File: src/rtl/core/tsgc_pkg.sv
`timescale 1ns / 1ps

package tsgc_pkg;

    localparam int TICK_W     = 32;
    localparam int BW_W       = 12;
    localparam int CT_W       = 16;
    localparam int SD_W       = 12;
    localparam int CFG_ADDR_W = 2;
    localparam int CFG_DATA_W = 16;
    localparam int BIN_W      = 4;
    localparam int CNT_W      = 16;
    localparam int N_CNT      = 5;

    localparam logic [CFG_ADDR_W-1:0] CFG_BIN_WIDTH = 2'd0;
    localparam logic [CFG_ADDR_W-1:0] CFG_CLICK_MAX = 2'd1;
    localparam logic [CFG_ADDR_W-1:0] CFG_SWIPE_MIN = 2'd2;

    localparam logic [BW_W-1:0] BIN_WIDTH_RST = 12'd455;
    localparam logic [CT_W-1:0] CLICK_MAX_RST = 16'd250;
    localparam logic [SD_W-1:0] SWIPE_MIN_RST = 12'd1024;

    localparam logic [BIN_W-1:0] BIN_MAX   = 4'd15;
    localparam logic [BIN_W-1:0] DEAD_LOW  = 4'd4;
    localparam logic [BIN_W-1:0] DEAD_HIGH = 4'd5;
    localparam logic [CNT_W-1:0] CNT_MAX   = 16'hFFFF;

    // hit counter slots
    localparam int C_B1    = 0;
    localparam int C_B2    = 1;
    localparam int C_X     = 2;
    localparam int C_Y     = 3;
    localparam int C_MAGIC = 4;

    localparam logic [1:0] EV_NONE   = 2'd0;
    localparam logic [1:0] EV_SCROLL = 2'd1;
    localparam logic [1:0] EV_CLICK  = 2'd2;

    localparam logic [2:0] CK_MAGIC     = 3'd0;
    localparam logic [2:0] CK_SWIPE_DEC = 3'd1;
    localparam logic [2:0] CK_SWIPE_INC = 3'd2;
    localparam logic [2:0] CK_BTN_ONE   = 3'd3;
    localparam logic [2:0] CK_BTN_TWO   = 3'd4;
    localparam logic [2:0] CK_TAP       = 3'd5;

    typedef struct packed {
        logic load;
        logic step;
        logic commit;
    } dp_cmd_t;

    typedef struct packed {
        logic div_done;
    } dp_status_t;

endpackage

File: src/rtl/core/touch_slider_gesture_classifier_unit.sv
`timescale 1ns / 1ps

// touch slider gesture classifier
// input channel in_valid/in_ready carries one slider sample per item: button
// flags, slider touch flags, x/y positions and the current tick
// output channel out_valid/out_ready returns exactly one result item per input
// item: event_kind, scroll_delta and click_kind, all zero when nothing happened
// configuration: cfg_we writes cfg_wdata into register cfg_addr (0 bin width,
// 1 click max ticks, 2 swipe min dx) with no wait; write only while idle
// timing: the y bin comes from a restoring divider that makes one quotient bit
// per cycle over max(POS_BITS,12)+1 bits (13 by default); out_valid rises when
// the result is committed into the output register, and the next item
// is taken once the result is registered, so items are handled one at a time
// a stalled receiver holds the result in the output register; the block still
// finishes the next item and then waits until the register frees up
// reset clears all touch state, restores the configuration defaults and
// leaves both channels empty
module touch_slider_gesture_classifier_unit #(
    parameter int HISTORY_DEPTH = 3,
    parameter int POS_BITS      = 12
) (
    input  logic                            clk,
    input  logic                            rst_n,
    input  logic                            cfg_we,
    input  logic [tsgc_pkg::CFG_ADDR_W-1:0] cfg_addr,
    input  logic [tsgc_pkg::CFG_DATA_W-1:0] cfg_wdata,
    input  logic                            in_valid,
    output logic                            in_ready,
    input  logic                            btn_one,
    input  logic                            btn_two,
    input  logic                            y_touch,
    input  logic                            x_touch,
    input  logic [POS_BITS-1:0]             x_pos,
    input  logic [POS_BITS-1:0]             y_pos,
    input  logic [tsgc_pkg::TICK_W-1:0]     now_tick,
    output logic                            out_valid,
    input  logic                            out_ready,
    output logic [1:0]                      event_kind,
    output logic signed [4:0]               scroll_delta,
    output logic [2:0]                      click_kind
);
    import tsgc_pkg::*;

    dp_cmd_t    dp_cmd;
    dp_status_t dp_status;

    tsgc_ctrl u_ctrl (
        .clk       (clk),
        .rst_n     (rst_n),
        .in_valid  (in_valid),
        .in_ready  (in_ready),
        .out_valid (out_valid),
        .out_ready (out_ready),
        .cmd       (dp_cmd),
        .status    (dp_status)
    );

    tsgc_dp #(
        .HISTORY_DEPTH (HISTORY_DEPTH),
        .POS_BITS      (POS_BITS)
    ) u_dp (
        .clk          (clk),
        .rst_n        (rst_n),
        .cfg_we       (cfg_we),
        .cfg_addr     (cfg_addr),
        .cfg_wdata    (cfg_wdata),
        .btn_one      (btn_one),
        .btn_two      (btn_two),
        .y_touch      (y_touch),
        .x_touch      (x_touch),
        .x_pos        (x_pos),
        .y_pos        (y_pos),
        .now_tick     (now_tick),
        .cmd          (dp_cmd),
        .status       (dp_status),
        .event_kind   (event_kind),
        .scroll_delta (scroll_delta),
        .click_kind   (click_kind)
    );

`ifndef ASSERT_OFF
    a_commit_free: assert property (@(posedge clk) disable iff (!rst_n)
        dp_cmd.commit |-> (!out_valid || out_ready))
        else $error("result committed over an untaken item");

    a_commit_shows: assert property (@(posedge clk) disable iff (!rst_n)
        dp_cmd.commit |=> out_valid)
        else $error("committed result not presented");

    a_one_item: assert property (@(posedge clk) disable iff (!rst_n)
        (in_valid && in_ready) |=> !in_ready)
        else $error("second item taken while one is in work");

    a_delta_clean: assert property (@(posedge clk) disable iff (!rst_n)
        (out_valid && (event_kind != EV_SCROLL)) |-> (scroll_delta == '0))
        else $error("scroll delta set on a non-scroll item");
`endif

endmodule

File: src/rtl/core/tsgc_ctrl.sv
`timescale 1ns / 1ps

module tsgc_ctrl (
    input  logic                 clk,
    input  logic                 rst_n,
    input  logic                 in_valid,
    output logic                 in_ready,
    output logic                 out_valid,
    input  logic                 out_ready,
    output tsgc_pkg::dp_cmd_t    cmd,
    input  tsgc_pkg::dp_status_t status
);
    import tsgc_pkg::*;

    typedef enum logic [2:0] {
        ST_IDLE = 3'b001,
        ST_DIV  = 3'b010,
        ST_FIN  = 3'b100
    } state_t;

    state_t state_reg;
    state_t state_next;
    logic   out_valid_reg;
    logic   out_valid_next;
    logic   commit;

    // result may go out only when the output register is free or being emptied
    assign commit = (state_reg == ST_FIN) && (!out_valid_reg || out_ready);

    always_comb
    begin
        state_next = state_reg;
        unique case (state_reg)
            ST_IDLE:
            begin
                if (in_valid)
                begin
                    state_next = ST_DIV;
                end
            end
            ST_DIV:
            begin
                if (status.div_done)
                begin
                    state_next = ST_FIN;
                end
            end
            ST_FIN:
            begin
                if (commit)
                begin
                    state_next = ST_IDLE;
                end
            end
            default:
            begin
                state_next = ST_IDLE;
            end
        endcase
    end

    always_comb
    begin
        out_valid_next = out_valid_reg;
        if (commit)
        begin
            out_valid_next = 1'b1;
        end
        else if (out_ready)
        begin
            out_valid_next = 1'b0;
        end
    end

    always_ff @(posedge clk or negedge rst_n)
    begin
        if (!rst_n)
        begin
            state_reg     <= ST_IDLE;
            out_valid_reg <= 1'b0;
        end
        else
        begin
            state_reg     <= state_next;
            out_valid_reg <= out_valid_next;
        end
    end

    assign in_ready   = (state_reg == ST_IDLE);
    assign out_valid  = out_valid_reg;
    assign cmd.load   = (state_reg == ST_IDLE) && in_valid;
    assign cmd.step   = (state_reg == ST_DIV);
    assign cmd.commit = commit;

endmodule

File: src/rtl/core/tsgc_dp.sv
`timescale 1ns / 1ps

module tsgc_dp #(
    parameter int HISTORY_DEPTH = 3,
    parameter int POS_BITS      = 12
) (
    input  logic                                  clk,
    input  logic                                  rst_n,
    input  logic                                  cfg_we,
    input  logic [tsgc_pkg::CFG_ADDR_W-1:0]       cfg_addr,
    input  logic [tsgc_pkg::CFG_DATA_W-1:0]       cfg_wdata,
    input  logic                                  btn_one,
    input  logic                                  btn_two,
    input  logic                                  y_touch,
    input  logic                                  x_touch,
    input  logic [POS_BITS-1:0]                   x_pos,
    input  logic [POS_BITS-1:0]                   y_pos,
    input  logic [tsgc_pkg::TICK_W-1:0]           now_tick,
    input  tsgc_pkg::dp_cmd_t                     cmd,
    output tsgc_pkg::dp_status_t                  status,
    output logic [1:0]                            event_kind,
    output logic signed [4:0]                     scroll_delta,
    output logic [2:0]                            click_kind
);
    import tsgc_pkg::*;

    localparam int NUM_W  = ((POS_BITS > BW_W) ? POS_BITS : BW_W) + 1;
    localparam int DX_W   = NUM_W - 1;
    localparam int STEP_W = $clog2(NUM_W);
    localparam int SLOT_W = (HISTORY_DEPTH > 1) ? $clog2(HISTORY_DEPTH) : 1;
    localparam logic [STEP_W-1:0] STEP_LAST = STEP_W'(NUM_W - 1);
    localparam logic [SLOT_W-1:0] SLOT_LAST = SLOT_W'(HISTORY_DEPTH - 1);

    function automatic logic [CNT_W-1:0] sat_inc(input logic [CNT_W-1:0] v);
        sat_inc = (v == CNT_MAX) ? v : v + 1'b1;
    endfunction

    function automatic logic in_dead(input logic [BIN_W-1:0] b);
        in_dead = (b >= DEAD_LOW) && (b <= DEAD_HIGH);
    endfunction

    // configuration
    logic [BW_W-1:0] bin_width_reg;
    logic [CT_W-1:0] click_max_reg;
    logic [SD_W-1:0] swipe_min_reg;

    always_ff @(posedge clk or negedge rst_n)
    begin
        if (!rst_n)
        begin
            bin_width_reg <= BIN_WIDTH_RST;
            click_max_reg <= CLICK_MAX_RST;
            swipe_min_reg <= SWIPE_MIN_RST;
        end
        else if (cfg_we)
        begin
            unique case (cfg_addr)
                CFG_BIN_WIDTH: bin_width_reg <= cfg_wdata[BW_W-1:0];
                CFG_CLICK_MAX: click_max_reg <= cfg_wdata[CT_W-1:0];
                CFG_SWIPE_MIN: swipe_min_reg <= cfg_wdata[SD_W-1:0];
                default: ;
            endcase
        end
    end

    // item latch
    logic                b1_reg, b2_reg, yt_reg, xt_reg;
    logic [POS_BITS-1:0] xpos_reg;
    logic [TICK_W-1:0]   now_reg;

    always_ff @(posedge clk)
    begin
        if (cmd.load)
        begin
            b1_reg   <= btn_one;
            b2_reg   <= btn_two;
            yt_reg   <= y_touch;
            xt_reg   <= x_touch;
            xpos_reg <= x_pos;
            now_reg  <= now_tick;
        end
    end

    // restoring divider, one quotient bit per cycle; num_reg ends as the quotient
    logic [NUM_W-1:0]  num_reg;
    logic [BW_W-1:0]   rem_reg;
    logic [STEP_W-1:0] step_reg;
    logic [BW_W:0]     rem_sh;
    logic              rem_ge;

    assign rem_sh = {rem_reg, num_reg[NUM_W-1]};
    assign rem_ge = rem_sh >= {1'b0, bin_width_reg};

    always_ff @(posedge clk)
    begin
        if (cmd.load)
        begin
            num_reg <= NUM_W'(y_pos) + NUM_W'(bin_width_reg[BW_W-1:1]);
            rem_reg <= '0;
        end
        else if (cmd.step)
        begin
            num_reg <= {num_reg[NUM_W-2:0], rem_ge};
            rem_reg <= rem_ge ? BW_W'(rem_sh - {1'b0, bin_width_reg}) : rem_sh[BW_W-1:0];
        end
    end

    always_ff @(posedge clk or negedge rst_n)
    begin
        if (!rst_n)
        begin
            step_reg <= '0;
        end
        else if (cmd.load)
        begin
            step_reg <= '0;
        end
        else if (cmd.step)
        begin
            step_reg <= step_reg + 1'b1;
        end
    end

    assign status.div_done = cmd.step && (step_reg == STEP_LAST);

    logic [BIN_W-1:0] q;
    assign q = ((bin_width_reg == '0) || (num_reg > NUM_W'(BIN_MAX))) ? BIN_MAX
                                                                     : num_reg[BIN_W-1:0];

    // gesture state
    logic                touch_active_reg, touch_active_next;
    logic [TICK_W-1:0]   tdt_reg, tdt_next;
    logic [CNT_W-1:0]    cnt_reg [N_CNT];
    logic [CNT_W-1:0]    cnt_next [N_CNT];
    logic                xs_vld_reg, xs_vld_next;
    logic [POS_BITS-1:0] xs_val_reg, xs_val_next;
    logic [POS_BITS-1:0] x_last_reg, x_last_next;
    logic                ysb_vld_reg, ysb_vld_next;
    logic [BIN_W-1:0]    ysb_val_reg, ysb_val_next;
    logic                sb_vld_reg, sb_vld_next;
    logic [BIN_W-1:0]    sb_val_reg, sb_val_next;
    logic                hist_vld_reg [HISTORY_DEPTH];
    logic                hist_vld_next [HISTORY_DEPTH];
    logic [BIN_W-1:0]    hist_val_reg [HISTORY_DEPTH];
    logic [BIN_W-1:0]    hist_val_next [HISTORY_DEPTH];
    logic [SLOT_W-1:0]   slot_reg, slot_next;
    logic                emitted_reg, emitted_next;

    logic touching;
    assign touching = b1_reg || b2_reg || yt_reg || xt_reg;

    // figures that settle while the divider runs; their sources hold until commit
    logic [TICK_W-1:0]   dt_reg;
    logic                dt_gt_reg, dt_lt_reg;
    logic [CNT_W-1:0]    m01_reg, m23_reg, mx_reg;
    logic                swipe_reg, x_gt_reg;
    logic [POS_BITS-1:0] abs_dx;

    assign abs_dx = (xs_val_reg > x_last_reg) ? xs_val_reg - x_last_reg
                                              : x_last_reg - xs_val_reg;

    always_ff @(posedge clk)
    begin
        dt_reg    <= (!touch_active_reg && touching) ? '0 : now_reg - tdt_reg;
        dt_gt_reg <= dt_reg > TICK_W'(click_max_reg);
        dt_lt_reg <= dt_reg < TICK_W'(click_max_reg);
        m01_reg   <= (cnt_reg[C_B1] > cnt_reg[C_B2]) ? cnt_reg[C_B1] : cnt_reg[C_B2];
        m23_reg   <= (cnt_reg[C_X] > cnt_reg[C_Y]) ? cnt_reg[C_X] : cnt_reg[C_Y];
        mx_reg    <= (m01_reg > m23_reg) ? m01_reg : m23_reg;
        swipe_reg <= (cnt_reg[C_X] != '0) && xs_vld_reg &&
                     (DX_W'(abs_dx) >= DX_W'(swipe_min_reg));
        x_gt_reg  <= xs_val_reg > x_last_reg;
    end

    logic all_match;
    always_comb
    begin
        all_match = 1'b1;
        for (int i = 0; i < HISTORY_DEPTH; i++)
        begin
            if ((SLOT_W'(i) != slot_reg) && !(hist_vld_reg[i] && (hist_val_reg[i] == q)))
            begin
                all_match = 1'b0;
            end
        end
    end

    logic [1:0] kind_n;
    logic [4:0] delta_n;
    logic [2:0] ck_n;

    always_comb
    begin
        logic [BIN_W-1:0] ysb_cand;
        logic             dead;
        logic             far;
        logic             magic_nz;

        touch_active_next = touch_active_reg;
        tdt_next          = tdt_reg;
        xs_vld_next       = xs_vld_reg;
        xs_val_next       = xs_val_reg;
        x_last_next       = x_last_reg;
        ysb_vld_next      = ysb_vld_reg;
        ysb_val_next      = ysb_val_reg;
        sb_vld_next       = sb_vld_reg;
        sb_val_next       = sb_val_reg;
        slot_next         = slot_reg;
        emitted_next      = emitted_reg;
        for (int i = 0; i < N_CNT; i++)
        begin
            cnt_next[i] = cnt_reg[i];
        end
        for (int i = 0; i < HISTORY_DEPTH; i++)
        begin
            hist_vld_next[i] = hist_vld_reg[i];
            hist_val_next[i] = hist_val_reg[i];
        end
        kind_n   = EV_NONE;
        delta_n  = '0;
        ck_n     = CK_MAGIC;
        ysb_cand = ysb_vld_reg ? ysb_val_reg : q;
        dead     = !emitted_reg && in_dead(ysb_cand) && in_dead(q);
        far      = (sb_val_reg > q) ? ((sb_val_reg - q) > 4'd1) : ((q - sb_val_reg) > 4'd1);
        magic_nz = cnt_reg[C_MAGIC] != '0;

        if (!touch_active_reg && touching)
        begin
            tdt_next          = now_reg;
            touch_active_next = 1'b1;
        end

        if (touching)
        begin
            if (xt_reg)
            begin
                cnt_next[C_X] = sat_inc(cnt_reg[C_X]);
                if (!xs_vld_reg)
                begin
                    xs_vld_next = 1'b1;
                    xs_val_next = xpos_reg;
                end
                x_last_next = xpos_reg;
            end
            if (yt_reg)
            begin
                cnt_next[C_Y]           = sat_inc(cnt_reg[C_Y]);
                hist_vld_next[slot_reg] = 1'b1;
                hist_val_next[slot_reg] = q;
                slot_next = (slot_reg == SLOT_LAST) ? '0 : slot_reg + 1'b1;
                // bin is stable and differs from the scroll position, if one is held
                if (all_match && !(sb_vld_reg && (sb_val_reg == q)))
                begin
                    if (dead)
                    begin
                        ysb_vld_next = 1'b0;
                    end
                    else
                    begin
                        ysb_vld_next = 1'b1;
                        ysb_val_next = ysb_cand;
                        if (dt_gt_reg || (sb_vld_reg && far))
                        begin
                            if (sb_vld_reg)
                            begin
                                kind_n       = EV_SCROLL;
                                delta_n      = {1'b0, q} - {1'b0, sb_val_reg};
                                emitted_next = 1'b1;
                            end
                            sb_vld_next = 1'b1;
                            sb_val_next = q;
                        end
                    end
                end
            end
            else if (b1_reg)
            begin
                cnt_next[C_B1] = sat_inc(cnt_reg[C_B1]);
            end
            else if (b2_reg)
            begin
                cnt_next[C_B2] = sat_inc(cnt_reg[C_B2]);
            end
            if (b1_reg && b2_reg)
            begin
                cnt_next[C_MAGIC] = sat_inc(cnt_reg[C_MAGIC]);
            end
        end

        // release: classify, then drop all touch state
        if (touch_active_reg && !touching)
        begin
            if (dt_lt_reg || magic_nz || swipe_reg)
            begin
                priority if (magic_nz)
                begin
                    kind_n = EV_CLICK;
                    ck_n   = CK_MAGIC;
                end
                else if (swipe_reg)
                begin
                    kind_n = EV_CLICK;
                    ck_n   = x_gt_reg ? CK_SWIPE_DEC : CK_SWIPE_INC;
                end
                else if (cnt_reg[C_B1] == mx_reg)
                begin
                    kind_n = EV_CLICK;
                    ck_n   = CK_BTN_ONE;
                end
                else if (cnt_reg[C_B2] == mx_reg)
                begin
                    kind_n = EV_CLICK;
                    ck_n   = CK_BTN_TWO;
                end
                else if ((cnt_reg[C_Y] == mx_reg) && !emitted_reg)
                begin
                    kind_n = EV_CLICK;
                    ck_n   = CK_TAP;
                end
            end
            touch_active_next = 1'b0;
            emitted_next      = 1'b0;
            xs_vld_next       = 1'b0;
            ysb_vld_next      = 1'b0;
            sb_vld_next       = 1'b0;
            for (int i = 0; i < N_CNT; i++)
            begin
                cnt_next[i] = '0;
            end
            for (int i = 0; i < HISTORY_DEPTH; i++)
            begin
                hist_vld_next[i] = 1'b0;
            end
        end
    end

    always_ff @(posedge clk or negedge rst_n)
    begin
        if (!rst_n)
        begin
            touch_active_reg <= 1'b0;
            tdt_reg          <= '0;
            xs_vld_reg       <= 1'b0;
            xs_val_reg       <= '0;
            x_last_reg       <= '0;
            ysb_vld_reg      <= 1'b0;
            ysb_val_reg      <= '0;
            sb_vld_reg       <= 1'b0;
            sb_val_reg       <= '0;
            slot_reg         <= '0;
            emitted_reg      <= 1'b0;
            for (int i = 0; i < N_CNT; i++)
            begin
                cnt_reg[i] <= '0;
            end
            for (int i = 0; i < HISTORY_DEPTH; i++)
            begin
                hist_vld_reg[i] <= 1'b0;
                hist_val_reg[i] <= '0;
            end
        end
        else if (cmd.commit)
        begin
            touch_active_reg <= touch_active_next;
            tdt_reg          <= tdt_next;
            xs_vld_reg       <= xs_vld_next;
            xs_val_reg       <= xs_val_next;
            x_last_reg       <= x_last_next;
            ysb_vld_reg      <= ysb_vld_next;
            ysb_val_reg      <= ysb_val_next;
            sb_vld_reg       <= sb_vld_next;
            sb_val_reg       <= sb_val_next;
            slot_reg         <= slot_next;
            emitted_reg      <= emitted_next;
            for (int i = 0; i < N_CNT; i++)
            begin
                cnt_reg[i] <= cnt_next[i];
            end
            for (int i = 0; i < HISTORY_DEPTH; i++)
            begin
                hist_vld_reg[i] <= hist_vld_next[i];
                hist_val_reg[i] <= hist_val_next[i];
            end
        end
    end

    // output register
    logic [1:0] kind_reg;
    logic [4:0] delta_reg;
    logic [2:0] ck_reg;

    always_ff @(posedge clk)
    begin
        if (cmd.commit)
        begin
            kind_reg  <= kind_n;
            delta_reg <= delta_n;
            ck_reg    <= ck_n;
        end
    end

    assign event_kind   = kind_reg;
    assign scroll_delta = signed'(delta_reg);
    assign click_kind   = ck_reg;

endmodule

File: config.mk
export PLATFORM = sky130hd
export DESIGN_NAME = touch_slider_gesture_classifier_unit
export DESIGN_NICKNAME = d
export VERILOG_FILES = /design/src/rtl/core/tsgc_pkg.sv /design/src/rtl/core/touch_slider_gesture_classifier_unit.sv /design/src/rtl/core/tsgc_ctrl.sv /design/src/rtl/core/tsgc_dp.sv
export SDC_FILE = /design/constraint.sdc
export NUM_CORES = 1
export LEC_CHECK = 0
export ABC_AREA = 1
export BUFFER_PORTS_ARGS = -buffer_cell sky130_fd_sc_hd__buf_4
export CORE_AREA = 2 2 204 206
export CTS_BUF_LIST = sky130_fd_sc_hd__clkbuf_16
export CTS_CLUSTER_DIAMETER = 60
export DETAILED_ROUTE_END_ITERATION = 6
export DIE_AREA = 0 0 206 208
export PLACE_DENSITY_LB_ADDON = 0.08
export SLEW_MARGIN = 20
export SYNTH_ARGS = -nofsm -noshare
export SYNTH_HDL_FRONTEND = slang
export SYNTH_SLANG_ARGS = --single-unit
File: constraint.sdc
create_clock -name clk -period 6.75 [get_ports clk]
set_input_delay 0.3375 -clock clk [delete_from_list [all_inputs] [get_ports clk]]
set_output_delay 0.3375 -clock clk [all_outputs]
set_load 0.02 [all_outputs]
; After elaboration in Yosys (flattened, before gate mapping)
; Index checks and enable logic that the tools add are counted.
[totals]
register_bits = 381
input_bits = 83
out_inout_bits = 12
elab_cells = 287
[classes]
addsub = 15
order_cmp = 18
n_eq_ne = 32
mux = 85
bitwise = 11
reduce_logical = 79
[op_table]
columns = cell, count
row1 = $mux 16, 14
row2 = $mux 80, 2
row3 = $add 16x1->16 const B, 5
row4 = $eq 16x16->1 const B, 5
row5 = $eq 16x16->1, 3
row6 = $gt 16x16->1, 3
row7 = $sub 12x12->12, 3
row8 = $gt 32x16->1, 1
row9 = $lt 32x16->1, 1
row10 = $mux 32, 1
row11 = $reduce_bool 16->1, 2
row12 = $sub 32x32->32, 1
row13 = $mux 1, 31
row14 = $mux 3, 10
row15 = $mux 2, 14
row16 = $mux 13, 2
row17 = $reduce_bool 2->1, 13
row18 = $mux 12, 2
row19 = $logic_and 1x1->1, 23
row20 = $mux 4, 5
row21 = $ne 2x2->1 const B, 10
row22 = $reduce_and 4->1, 5
row23 = $reduce_and 6->1, 3
row24 = $eq 4x4->1, 4
row25 = other kinds (41), 77

; Logic depth before layout (Yosys ltp)
; Gate-level depths: netlist of run 1.
[depth]
word_depth = 21
ltp_mapped = 26
depth_no_buf = 25

; Hierarchy
; A second synthesis of run 1 with hierarchy kept.
[unflattened]
cells_unflattened = 2700
hier_area_um2 = 21755.9
[modules_own_cells]
columns = module, instances, cells_per_inst, area_per_inst_um2, seq_area_each_um2
row1 = tsgc_dp, 1, 2672, 21536.9, 9300.2
row2 = tsgc_ctrl, 1, 28, 219.0, 101.3

; Worst setup path before layout of run 1
; OpenSTA, ideal clock, no wires.
[synth_timing]
path_kind = reg-to-reg
start = register u_ctrl.state_reg[0]
end = register u_dp.num_reg[5], data pin
setup_time_ps = 339
t_arrival_ps = 3295
t_required_ps = 6411
setup_slack_ps = 3116
stages_incl_launch_ff = 7
n_path_buf = 1
period_less_slack_ps = 3634
cell_sequence = dfstp_2 inv_1 nor3_1 nand2_1 clkinv_1 buf_1 a31oi_1
[synth_rtl]
columns = element, line
row1 = from (decl), tsgc_ctrl.sv:21  ; state_t state_reg;
row2 = from (signal assigned), tsgc_ctrl.sv:84  ; state_reg <= state_next;
row3 = to (signal assigned), tsgc_dp.sv:98  ; num_reg <= NUM_W'(y_pos) + NUM_W'(bin_width_reg[BW_W-1:1]);
row4 = to (signal assigned), tsgc_dp.sv:103  ; num_reg <= {num_reg[NUM_W-2:0], rem_ge};
row5 = to (decl), tsgc_dp.sv:85  ; logic [NUM_W-1:0] num_reg;

; Worst setup path in the final report of run 1
[layout_timing]
start = register u_dp.xs_val_reg[0]
end = register u_dp.swipe_reg
[layout_via]
elab_chain_len = 4
elab_cells_between_ends = 6
cone_classes = add/sub: 2 / order compare: 2 / mux: 1 / reduce/logical: 1
[layout_rtl]
columns = element, line
row1 = from (decl), tsgc_dp.sv:136  ; logic [POS_BITS-1:0] xs_val_reg, xs_val_next;
row2 = from (signal assigned), tsgc_dp.sv:367  ; xs_val_reg <= xs_val_next;
row3 = $sub 12x12->12 (tied with other cells), tsgc_dp.sv:160  ; : x_last_reg - xs_val_reg;
row4 = $mux 12 *, tsgc_dp.sv:159  ; assign abs_dx = (xs_val_reg > x_last_reg) ? xs_val_reg - x_last_reg
row5 = $ge 12x12->1 *, tsgc_dp.sv:171  ; (DX_W'(abs_dx) >= DX_W'(swipe_min_reg));
row6 = $logic_and 1x1->1 *, tsgc_dp.sv:170  ; swipe_reg <= (cnt_reg[C_X] != '0) && xs_vld_reg &&
row7 = to (signal assigned), tsgc_dp.sv:170
row8 = to (decl), tsgc_dp.sv:156  ; logic swipe_reg, x_gt_reg;
; Every way passes the cells marked *; elsewhere a longest branch is shown, timed or not.
; A chain may end at the register's enable or synchronous reset.

==> results of run 1 <==
final timing paths:
kind	endpoint	slack, ps	cells past startpoint
worst max-delay path	u_dp.swipe_reg	2850	24
worst min-delay path	u_dp.click_max_reg[14]	30	3
worst max register to register	u_dp.swipe_reg	2850	24
worst min register to register	u_dp.mx_reg[2]	450	2
max in group asynchronous	u_dp.swipe_min_reg[10]	5060	4
min in group asynchronous	u_ctrl.state_reg[2]	430	2
synth_stat cells (all sizes together), types with 2 or more instances:
| library cell | n | share of area, % |
|---|---|---|
| o21bai | 6 | 0.20 |
| o221ai | 9 | 0.36 |
| o31ai | 16 | 0.54 |
| a211oi | 9 | 0.31 |
| clkbuf | 42 | 0.72 |
| a21boi | 5 | 0.19 |
| o22ai | 6 | 0.17 |
| xnor2 | 19 | 0.75 |
| xor2 | 51 | 2.0 |
| inv | 426 | 7.2 |
| nand3 | 99 | 2.5 |
| nand4 | 55 | 1.6 |
| dfrtp | 199 | 23 |
| o21a | 17 | 0.58 |
| o311ai | 2 | 0.079 |
| nand2 | 515 | 9.1 |
| nor4b | 2 | 0.079 |
| o2111ai | 7 | 0.28 |
| edfxtp | 71 | 9.6 |
| nor4 | 24 | 0.68 |
| or2 | 6 | 0.17 |
| nor2 | 253 | 4.5 |
| nor3b | 5 | 0.17 |
| mux2i | 2 | 0.091 |
| mux2 | 2 | 0.10 |
| a21o | 4 | 0.14 |
| fa | 6 | 0.54 |
| o211ai | 7 | 0.24 |
| ha | 172 | 9.7 |
| clkinv | 3 | 0.074 |
| nor3 | 73 | 2.0 |
| dfxtp | 96 | 8.7 |
| a31oi | 12 | 0.34 |
| and3 | 2 | 0.057 |
| buf | 13 | 0.36 |
| a21oi | 252 | 5.7 |
| a221oi | 5 | 0.20 |
| dfstp | 14 | 1.7 |
| o21ai | 238 | 5.4 |
routing by layer:
layer | GRT usage (%) | up-vias
li1 | - | 9453
met1 | 36.3 | 8883
met2 | 42.9 | 505
met3 | 4.59 | 110
met4 | 9.36 | 0
met5 | 0 | -
critical path, stage by stage, from the launching register on:
cell      delay [ps]
dfrtp_1          370
inv_1             80
ha_1             150
inv_1             80
fa_1             450
a21oi_1          250
o21ai_1          110
nand2_1           70
nand3b_1          70
nand2_1          270
inv_1            270
o21ai_0          270
xnor2_1          160
inv_1             70
ha_1             180
a21oi_1          140
nor2_1            60
a211oi_1         170
o21ai_0          140
nand2_1           80
a21oi_1           60
nor2_1            80
nand2_1           60
o211ai_1          80
inv_1             60
logic make-up (layout without fill, tap and decap cells):
family	count (synthesis)	after routing	share of synthesized area, %
muxes	4	4	0.192
buffers and inverters	484	659	8.39
other	0	1	0
DFF	380	380	42.5
adders and majority gates	178	178	10.3
xor gates and xnor gates	70	70	2.77
and+or+nand+nor	1035	1035	20.9
AOI/OAI and AO/OA	601	601	15.0
stage by stage:
stage               cell area (sq um)  instances  total power, mW
finish                          25200       3460             11.1
detailed placement              23300       3328             8.76
CTS                             25200       3458             11.1
global route                    25200       3460             12.1
global placement                23300       3328             8.61
floorplan                       22100       2752             7.42
cell usage in the layout, fill, tap and decap left out, types with 46 or more instances in the layout:
cell and count:
dfrtp_1 199, edfxtp_1 71, a21oi_1 252, buf_4 98, o21ai_0 221, inv_1 430
dlygate4sd3_1 49, xor2_1 51, nand2_1 498, nand3_1 88, nand4_1 55, clkbuf_16 46
ha_1 172, dfxtp_1 96, nor3_1 62, nor2_1 242
timing repair:
action,CTS,global route
hold buffers,49,0
resized for setup,0,0
hold endpoints to repair,149,0
setup buffers,0,0
final cells by class:
| type | count | area share (%) |
|---|---|---|
| multi-input cells | 1888 | 43.1 |
| flip-flops and latches | 380 | 37.3 |
| inverters | 429 | 6.42 |
| repair buffers | 149 | 5.04 |
| clock buffers | 46 | 4.57 |
| well taps | 532 | 2.64 |
| clock inverters | 35 | 0.884 |
| diodes | 1 | 0.00993 |
power by group through the flow:
stage	clock network (mW)	registers, mW	logic (mW)
2_1_floorplan	0	3.55	3.87
3_3_place_gp	0	3.71	4.91
3_5_place_dp	0	3.73	5.03
4_1_cts	2.34	3.69	5.08
5_1_grt	2.43	3.79	5.87
6_report	2.28	3.70	5.09
==> summary.md, run 1 <==
| Metric | Value |
|---|---|
| Comb pwr share | 46.0% |
| Place WS | 2880 ps |
| Share of cells above drive strength 1 | 8.40% |
| Vias in the first global route | 18400 |
| Drt drc | 0 |
| DRT iter0 DRCs | 1328 |
| Fill cells | 3587 |
| Final Max Tran Viols | 0 |
| Yosys warns | 0 |
| P_leak | 12.1 nW |
| Worst-Margin Slew | 1060 ps |
| Core area | 40600 sq um |
| Outcome | finished clean |
| Maximum clock rate | 256 MHz |
| CP Launch Point | u_dp.xs_val_reg[0] |
| Clk root buf | clkbuf_16 |
| Max reg flops | 80 |
| Reg clk slew, reported paths | 60 ps |
| DR WL/cell | 16.3 um |
| CP Launch Type | flop |
| GRT overflow | 0 |
| Initial Utilization | 54.5% |
| Flop pwr share | 33.4% |
| Antenna viol nets, final | 0 |
| Max clock buf depth | 3 |
| Met3 wire length | 3.28 mm |
| Syn Std Cell Area | 22100 sq um |
| Initial antenna violation count | 5 |
| P_int | 6.31 mW |
| CTS buffer count | 45 |
| Vias post-DR | 19000 |
| Final GP Congestion | 0.917 |
| Clock sinks | 380 |
| Final nets | 3154 |
| Power per Cell Area | 440 nW/um^2 |
| Syn_area_per_cell | 8.04 sq um |
| First-pass DRT Iterations | 7 |
| Crit path time final | 3900 ps |
| Final worst slack | 2850 ps |
| Clock Skew | 13.1 ps |
| Die ar. | 42800 sq um |
| Max-slew headroom | 29.2% |
| Met2 routed WL | 25.8 mm |
| Vias/cell | 5.48 |
| Psw | 4.77 mW |
| Die span in y | 208 um |
| Peak VDD IR | 0.346 mV |
| Final Hold Viols | 0 |
| RR Startpoint | u_dp.xs_val_reg[0] |
| Final number of setup-violating endpoints | 0 |
| Pin count of the biggest net entering global routing | 109 |
| Synthesis-to-layout area growth | 13.9% |
| Crit share post-route | 57.8% |
| Core Rows | 74 |
| Max-cap violations | 0 |
| Final core utilization | 62.1% |
| Synth cell types | 65 |
| CP Data Arrival Time | 4350 ps |
| HP Class | in -> reg |
| Sequential element share of the synthesized area | 42.5% |
| Critical Path Fanout Max | 13 |
| Seq cells post-synth | 380 |
| Die W | 206 um |
| Crit Path Category | reg -> reg |
| Total track usage | 26.7% |
| Synth Instances | 2752 |
| H-tree depth | 2 |
| Worst hold start | cfg_wdata[14] |
| Ys flop type | dfrtp_1 |
| Highest metal used | met4 |
| Crit. End Element | flop |
| Fin Hold WS | 27.5 ps |
| WP data required | 7200 ps |
| DP HPWL | 42.2 mm |
| Post-synth EDFFs | 71 |
| Worst-Skew Late Latency | 570 ps |
| Drt total wl | 56.4 mm |
| Seq. cell area | 9400 sq um |
| Net Count, Synth | 3013 |
| RSZ-0062 raised after global routing | false |
| Top-level port count | 95 |
| Met1 wire length | 25.6 mm |
| TritonCTS clock tree | yes |
| Share of flip-flops with an asynchronous set or reset | 56.1% |
| Multi-input gate area | 10900 sq um |
| First-pass GRT wire length | 92.0 mm |
| Clock Power Share | 20.6% |
| PortBufs | 94 |
| Sw frac | 43.0% |
| Fin Setup TNS | 0 ps |
No activity file was read; power rests on OpenSTA's default activity.
==> run 2, diff against run 1 <==
ABC_AREA = 0   (was 1)
CORE_AREA = 2 2 200 202   (was 2 2 204 206)
DIE_AREA = 0 0 202 204   (was 0 0 206 208)
clock period = 3.5 ns   (was 6.75 ns; I/O delays follow)
==> run 2 against run 1 <==
Compared with the run above: the flow now finishes with violations (hold timing, setup timing); design area is 0.36% higher; wire length decreased by 10%; clock power is 87% higher; worst setup slack lost 3100 ps; maximum frequency increased by 4.2%; critical path depth shrank 9; sequential power grew 45%; die area decreased by 3.8%; critical endpoint unchanged; largest cell class unchanged; largest power group is now registers.
==> summary.md, run 2 <==
| Metric | Value |
|---|---|
| Die span in y | 204 um |
| Core Rows | 73 |
| Comb pwr share | 23.0% |
| Sw frac | 29.9% |
| Worst-Skew Late Latency | 570 ps |
| Seq cells post-synth | 380 |
| Final Hold Viols | 2 |
| Synth Instances | 2087 |
| WP data required | 3940 ps |
| RSZ-0062 raised after global routing | true |
| Synth top area cells | dfrtp_1 24%, ha_1 10%, edfxtp_1 10% |
| Max-cap violations | 0 |
| Synth cell types | 82 |
| Worst setup path endpoint | u_dp.swipe_reg |
| Commonest cells after routing, fill and taps aside | 212 x inv_1, 199 x dfrtp_1, 192 x buf_4, 168 x ha_1, 163 x nor2_1 |
| Share of flip-flops with an asynchronous set or reset | 56.1% |
| CP Launch Type | flop |
| Yosys warns | 0 |
| Crit path time final | 3750 ps |
| Final GP Congestion | 0.903 |
| Critical Path Fanout Max | 3 |
| Peak VDD IR | 0.434 mV |
| HP Class | in -> reg |
| Max-slew headroom | 38.3% |
| Share of cells above drive strength 1 | 18.6% |
| FF-to-FF path depth | 15 |
| TritonCTS clock tree | yes |
| CP Data Arrival Time | 4180 ps |
| Ys flop type | dfrtp_1 |
| Max stage delay on crit path | 570 ps |
| Psw | 3.73 mW |
| Maximum clock rate | 267 MHz |
| Core area | 39200 sq um |
| Fin Setup TNS | -246 ps |
| Commonest non-fill, non-tap cell in the layout | inv_1 |
| Post-DP Area | 23100 sq um |
| H-tree depth | 2 |
| Die ar. | 41200 sq um |
| Drt drc | 0 |
| Top cells by count, synth | 199 x dfrtp_1, 199 x inv_1, 172 x ha_1, 163 x nor2_1, 133 x nand2_1 |
| First-pass GRT wire length | 82.6 mm |
| Sequential element share of the synthesized area | 44.4% |
| Final number of setup-violating endpoints | 1 |
| PortBufs | 94 |
| Fin Hold WS | -5.89 ps |
| CP Launch Point | u_dp.xs_val_reg[0] |
| Synthesis-to-layout area growth | 19.4% |
| CP cell instances | buf_4 > ha_4 > nand4_1 > or4_4 > nand4b_4 > nand2_4 > mux2_4 > a221oi_4 > or3b_1 > o21ba_1 > xor2_1 > ha_2 > a211o_1 > a31oi_1 > a211oi_1 |
| DR WL/cell | 17.4 um |
| Power per Cell Area | 494 nW/um^2 |
| Vias in the first global route | 16500 |
| Share of the synthesized area in the top cell type | 23.5% |
| DRT iter0 DRCs | 617 |
| Met2 routed WL | 25.8 mm |
| Final nets | 2609 |
| Flop pwr share | 42.9% |
| Clock Skew | 20.4 ps |
| Initial Utilization | 54.1% |
| Vias post-DR | 15900 |
| P_leak | 11.6 nW |
| Final core utilization | 64.5% |
| Final worst slack | -246 ps |
| Highest metal used | met4 |
| Final Cell Area | 25300 sq um |
| Met1 wire length | 21.4 mm |
| Reg clk slew, reported paths | 60 ps |
| Failing checks | hold timing, setup timing |
| Total track usage | 25.0% |
| Net Count, Synth | 2348 |
| Crit Reg-Reg Endpoint | u_dp.swipe_reg |
| Vias/cell | 5.48 |
| RR Startpoint | u_dp.xs_val_reg[0] |
| Clock sinks | 380 |
| Clock Power Share | 34.1% |
| Initial antenna violation count | 0 |
| Max reg flops | 80 |
| Syn_area_per_cell | 10.2 sq um |
| Levels on crit path | 15 |
| Crit Path Category | reg -> reg |
| Max clock buf depth | 3 |
| CTS buffer count | 44 |
| R2R setup slack | -250 ps |
| GRT overflow | 0 |
| Post-synth EDFFs | 71 |
| Top-level port count | 95 |
| Worst-Margin Slew | 921 ps |
| Cell family with most CP delay | simple AND/OR/NAND/NOR gates |
| Crit. End Element | flop |
| Ant. Diodes | 0 |
| Crit share post-route | 107% |
| Crit-path slowest cell | or4_4 |
| Pin count of the biggest net entering global routing | 84 |
| Synth area leader | dfrtp_1 |
| CP bufs+invs | 1 |
| Drt total wl | 50.7 mm |
| Final Max Tran Viols | 0 |
| First-pass DRT Iterations | 5 |
| Met3 wire length | 1.72 mm |
| DP HPWL | 37.3 mm |
| Antenna viol nets, final | 0 |
| Outcome | finished with violations |
| P_int | 8.77 mW |
| Syn Std Cell Area | 21200 sq um |
| Clk root buf | clkbuf_16 |
| Die W | 202 um |
## run 2: what timing repair did
action,4_1_cts,5_1_grt
pin swaps,12,16
hold endpoints to repair,173,0
hold buffers,69,0
gates resized for setup,5,22
endpoints found under the setup margin,1,15
buffers inserted,4,7
## run 2: cell type report
class | instances | area [sq um]
Inverter | 202 | 758
Clock buffer | 45 | 1130
Timing Repair Buffer | 264 | 2180
Multi-Input combinational cell | 1456 | 11000
Fill cell | 3193 | 13900
Tap cell | 525 | 657
Clock inverter | 35 | 200
Sequential cell | 380 | 9400
## run 2: power by group through the flow
stage	Sequential (mW)	Combinational, mW	Clock (mW)
after CTS	5.36	2.87	4.36
after global placement	5.42	2.76	0
after floorplan	5.31	2.05	0
after global routing	5.41	3.22	4.57
after detailed placement	5.44	2.78	0
final	5.36	2.88	4.26
## run 2: routing by layer
metal  vias up  track usage (%)
li1       7836                -
met1      7720             29.6
met2       271             45.4
met3       101             3.40
met4         0             10.6
met5         -                0
## run 2: cells by family (layout without fill, tap and decap cells)
| group | Yosys count | after routing | share of synthesized area, % |
|---|---|---|---|
| flops | 380 | 380 | 44.4 |
| fa+ha+maj | 178 | 178 | 10.7 |
| mux | 164 | 164 | 8.59 |
| xor+xnor | 171 | 171 | 7.07 |
| compound gates | 355 | 355 | 10.6 |
| simple gates | 588 | 588 | 14.1 |
| buf+inv | 251 | 546 | 4.55 |
## run 2: per-stage QoR
stage	setup WS (ps)	power [mW]	instances	hold WS [ps]
2_1_floorplan	-122	7.36	2087	-121
3_3_place_gp	-259	8.18	2747	219
3_5_place_dp	-375	8.23	2747	211
4_1_cts	-263	12.6	2900	29.1
5_1_grt	-414	13.2	2907	12.4
6_report	-246	12.5	2907	-5.89
## run 2: how the worst min path moves through the flow
stage	from	end	slack [ps]	depth (start not counted)
floorplan	rst_n	u_ctrl.out_valid	-120	0
global placement	rst_n	u_dp.sb_val_reg[0]	220	1
detailed placement	rst_n	u_dp.sb_val_reg[0]	210	1
CTS	cfg_addr[0]	u_dp.bin_width_reg[4]	30	3
global route	cfg_addr[1]	u_dp.bin_width_reg[10]	10	3
finish	cfg_addr[1]	u_dp.bin_width_reg[4]	-6	3
## run 2: worst min-delay path: cells and delay by family
family                 cells  cell delay, ps
AO/OA/AOI/OAI              1             150
buffers and inverters      1             100
AND/OR/NAND/NOR            1              90
==> run 3, diff against run 2 <==
REMOVE_ABC_BUFFERS = 1   (was unset)
==> run 3 against run 2 <==
Compared with the run above: the flow finishes with violations (setup timing); register-to-register slack lost 20 ps; design area shrank 0.16%; core utilization shrank 0.10 points; critical path type unchanged; highest routed layer unchanged.
==> summary.md, run 3 (synthesis gave the netlist of run 2 again) <==
| Metric | Value |
|---|---|
| Outcome | finished with violations |
| Failing checks | setup timing |
| First-pass DRT Iterations | 5 |
| Final worst slack | -269 ps |
| Worst-Skew Late Latency | 580 ps |
| Max clock buf depth | 3 |
| RSZ-0062 raised after global routing | true |
| Antenna viol nets, final | 0 |
| CP Launch Type | flop |
| Cell family with most CP delay | compound AO/OA/AOI/OAI gates |
| Ant. Diodes | 0 |
| Crit share post-route | 108% |
| Max stage delay on crit path | 390 ps |
| Worst-Margin Slew | 910 ps |
| Crit-path slowest cell | or3b_1 |
| TritonCTS clock tree | yes |
| Core area | 39200 sq um |
| HP Class | in -> reg |
| Dpl cells | 2749 |
| Final non-filler cell total | 2905 |
| Crit path time final | 3770 ps |
| Commonest non-fill, non-tap cell in the layout | inv_1 |
| Crit. End Element | flop |
| Vias post-DR | 15800 |
| Final Hold Viols | 0 |
| Vias in the first global route | 16500 |
| CP Data Arrival Time | 4220 ps |
| GRT met1 Usage | 29.0% |
| GRT Max-Usage Layer | met2 |
| Final nets | 2605 |
| Clk root buf | clkbuf_16 |
| Final number of setup-violating endpoints | 1 |
| CP cell instances | inv_1 > ha_2 > inv_1 > fa_2 > a211oi_2 > o211ai_1 > nand4b_4 > nand2_4 > mux2_4 > a221oi_4 > or3b_1 > o21ba_1 > xor2_1 > ha_2 > a211o_1 > a31oi_1 > a211oi_1 |
| Reg clk slew, reported paths | 60 ps |
| CP bufs+invs | 2 |
| WP data required | 3950 ps |
| Die span in y | 204 um |
| DP HPWL | 36.6 mm |
| Clock sinks | 380 |
| Power per Cell Area | 498 nW/um^2 |
| Met3 Use GR | 3.19% |
| PortBufs | 94 |
| First-pass GRT wire length | 81.8 mm |
| Clock Skew | 25.6 ps |
| DR WL/cell | 17.2 um |
| Total track usage | 24.7% |
| Max-cap violations | 0 |
| Fill cells | 3164 |
| Max reg flops | 80 |
| Critical Path Fanout Max | 3 |
| Top-level port count | 95 |
| Final core utilization | 64.4% |
| Pin count of the biggest net entering global routing | 76 |
| Initial antenna violation count | 0 |
| GRT overflow | 0 |
| Place WS | -360 ps |
| Drt drc | 0 |
| Die ar. | 41200 sq um |
| Maximum clock rate | 265 MHz |
| Final Max Tran Viols | 0 |
| Initial Utilization | 54.1% |
| Commonest cells after routing, fill and taps aside | 215 x inv_1, 199 x dfrtp_1, 189 x buf_4, 170 x ha_1, 163 x nor2_1 |
| Met2 Use GR | 45.2% |
| CTS buffer count | 44 |
| Share of cells above drive strength 1 | 18.3% |
| Peak VDD IR | 0.426 mV |
| Core Rows | 73 |
| Synthesis-to-layout area growth | 19.2% |
| Crit Path Category | reg -> reg |
| Final GP Congestion | 0.910 |
| Drt total wl | 49.8 mm |
| H-tree depth | 2 |
| Vias/cell | 5.44 |
| DRT iter0 DRCs | 517 |
| Die W | 202 um |
| P_leak | 11.7 nW |
| Max-slew headroom | 39.2% |
## run 3: worst reg2reg max path, cell delays in order, from the launching register on
cell      delay (ps)
dfrtp_1          370
inv_1             60
ha_2             170
inv_1             50
fa_2             340
a211oi_2         210
o211ai_1         200
nand4b_4         160
nand2_4           70
mux2_4           310
a221oi_4         300
or3b_1           390
o21ba_1          200
xor2_1           150
ha_2             180
a211o_1          280
a31oi_1          140
a211oi_1          60
## run 3: path summary, 6_finish.rpt
kind                       depth (start not counted)                start  slack, ps                     to
max                                               17   u_dp.xs_val_reg[0]       -270         u_dp.swipe_reg
min                                                5          cfg_addr[0]         70  u_dp.bin_width_reg[8]
max reg2reg                                       17   u_dp.xs_val_reg[0]       -270         u_dp.swipe_reg
min reg2reg                                        1  u_dp.ysb_val_reg[2]        480    u_dp.ysb_val_reg[2]
max in group asynchronous                          3                rst_n       2360       u_dp.tdt_reg[19]
min in group asynchronous                          2                rst_n        190   u_dp.hist_val_reg[1]
## run 3: through the flow
stage | TNS, ps | power, mW | area [sq um] | hold slack [ps]
final | -269 | 12.6 | 25200 | 72.7
after global routing | -477 | 13.3 | 25200 | 99.1
after CTS | -253 | 12.7 | 25200 | 39.1
after detailed placement | -360 | 8.21 | 23100 | 202
after global placement | -288 | 8.14 | 23100 | 197
after floorplan | -119710 | 7.34 | 21000 | -121
## run 3: power breakdown
group	internal (mW)	total (mW)	switching (mW)
logic	1.27	2.87	1.60
clock network	2.52	4.34	1.82
registers	5.04	5.36	0.322
total	8.83	12.6	3.74
## run 3: cell type report
| class | instances | area, sq um | share of cell area [%] |
|---|---|---|---|
| clock inverters | 36 | 215 | 0.852 |
| flip-flops and latches | 380 | 9400 | 37.2 |
| multi-input cells | 1456 | 10900 | 43.2 |
| repair buffers | 260 | 2150 | 8.50 |
| inverters | 202 | 758 | 3.00 |
| clock buffers | 46 | 1150 | 4.56 |
| well taps | 525 | 657 | 2.60 |
## run 3: metal layers
metal	up-vias	part of all wire [%]
met2	272	51
li1	7850	-
met4	0	3.8
met1	7567	42
met5	-	0
met3	114	2.9
## run 3: what timing repair did
item / 4_1_cts / 5_1_grt
hold endpoints to repair: 164 / 0
setup buffers: 3 / 3
gates cloned: 0 / 0
setup endpoints to repair: 1 / 15
pin swaps: 6 / 10
resized for setup: 6 / 16
hold buffers: 68 / 0
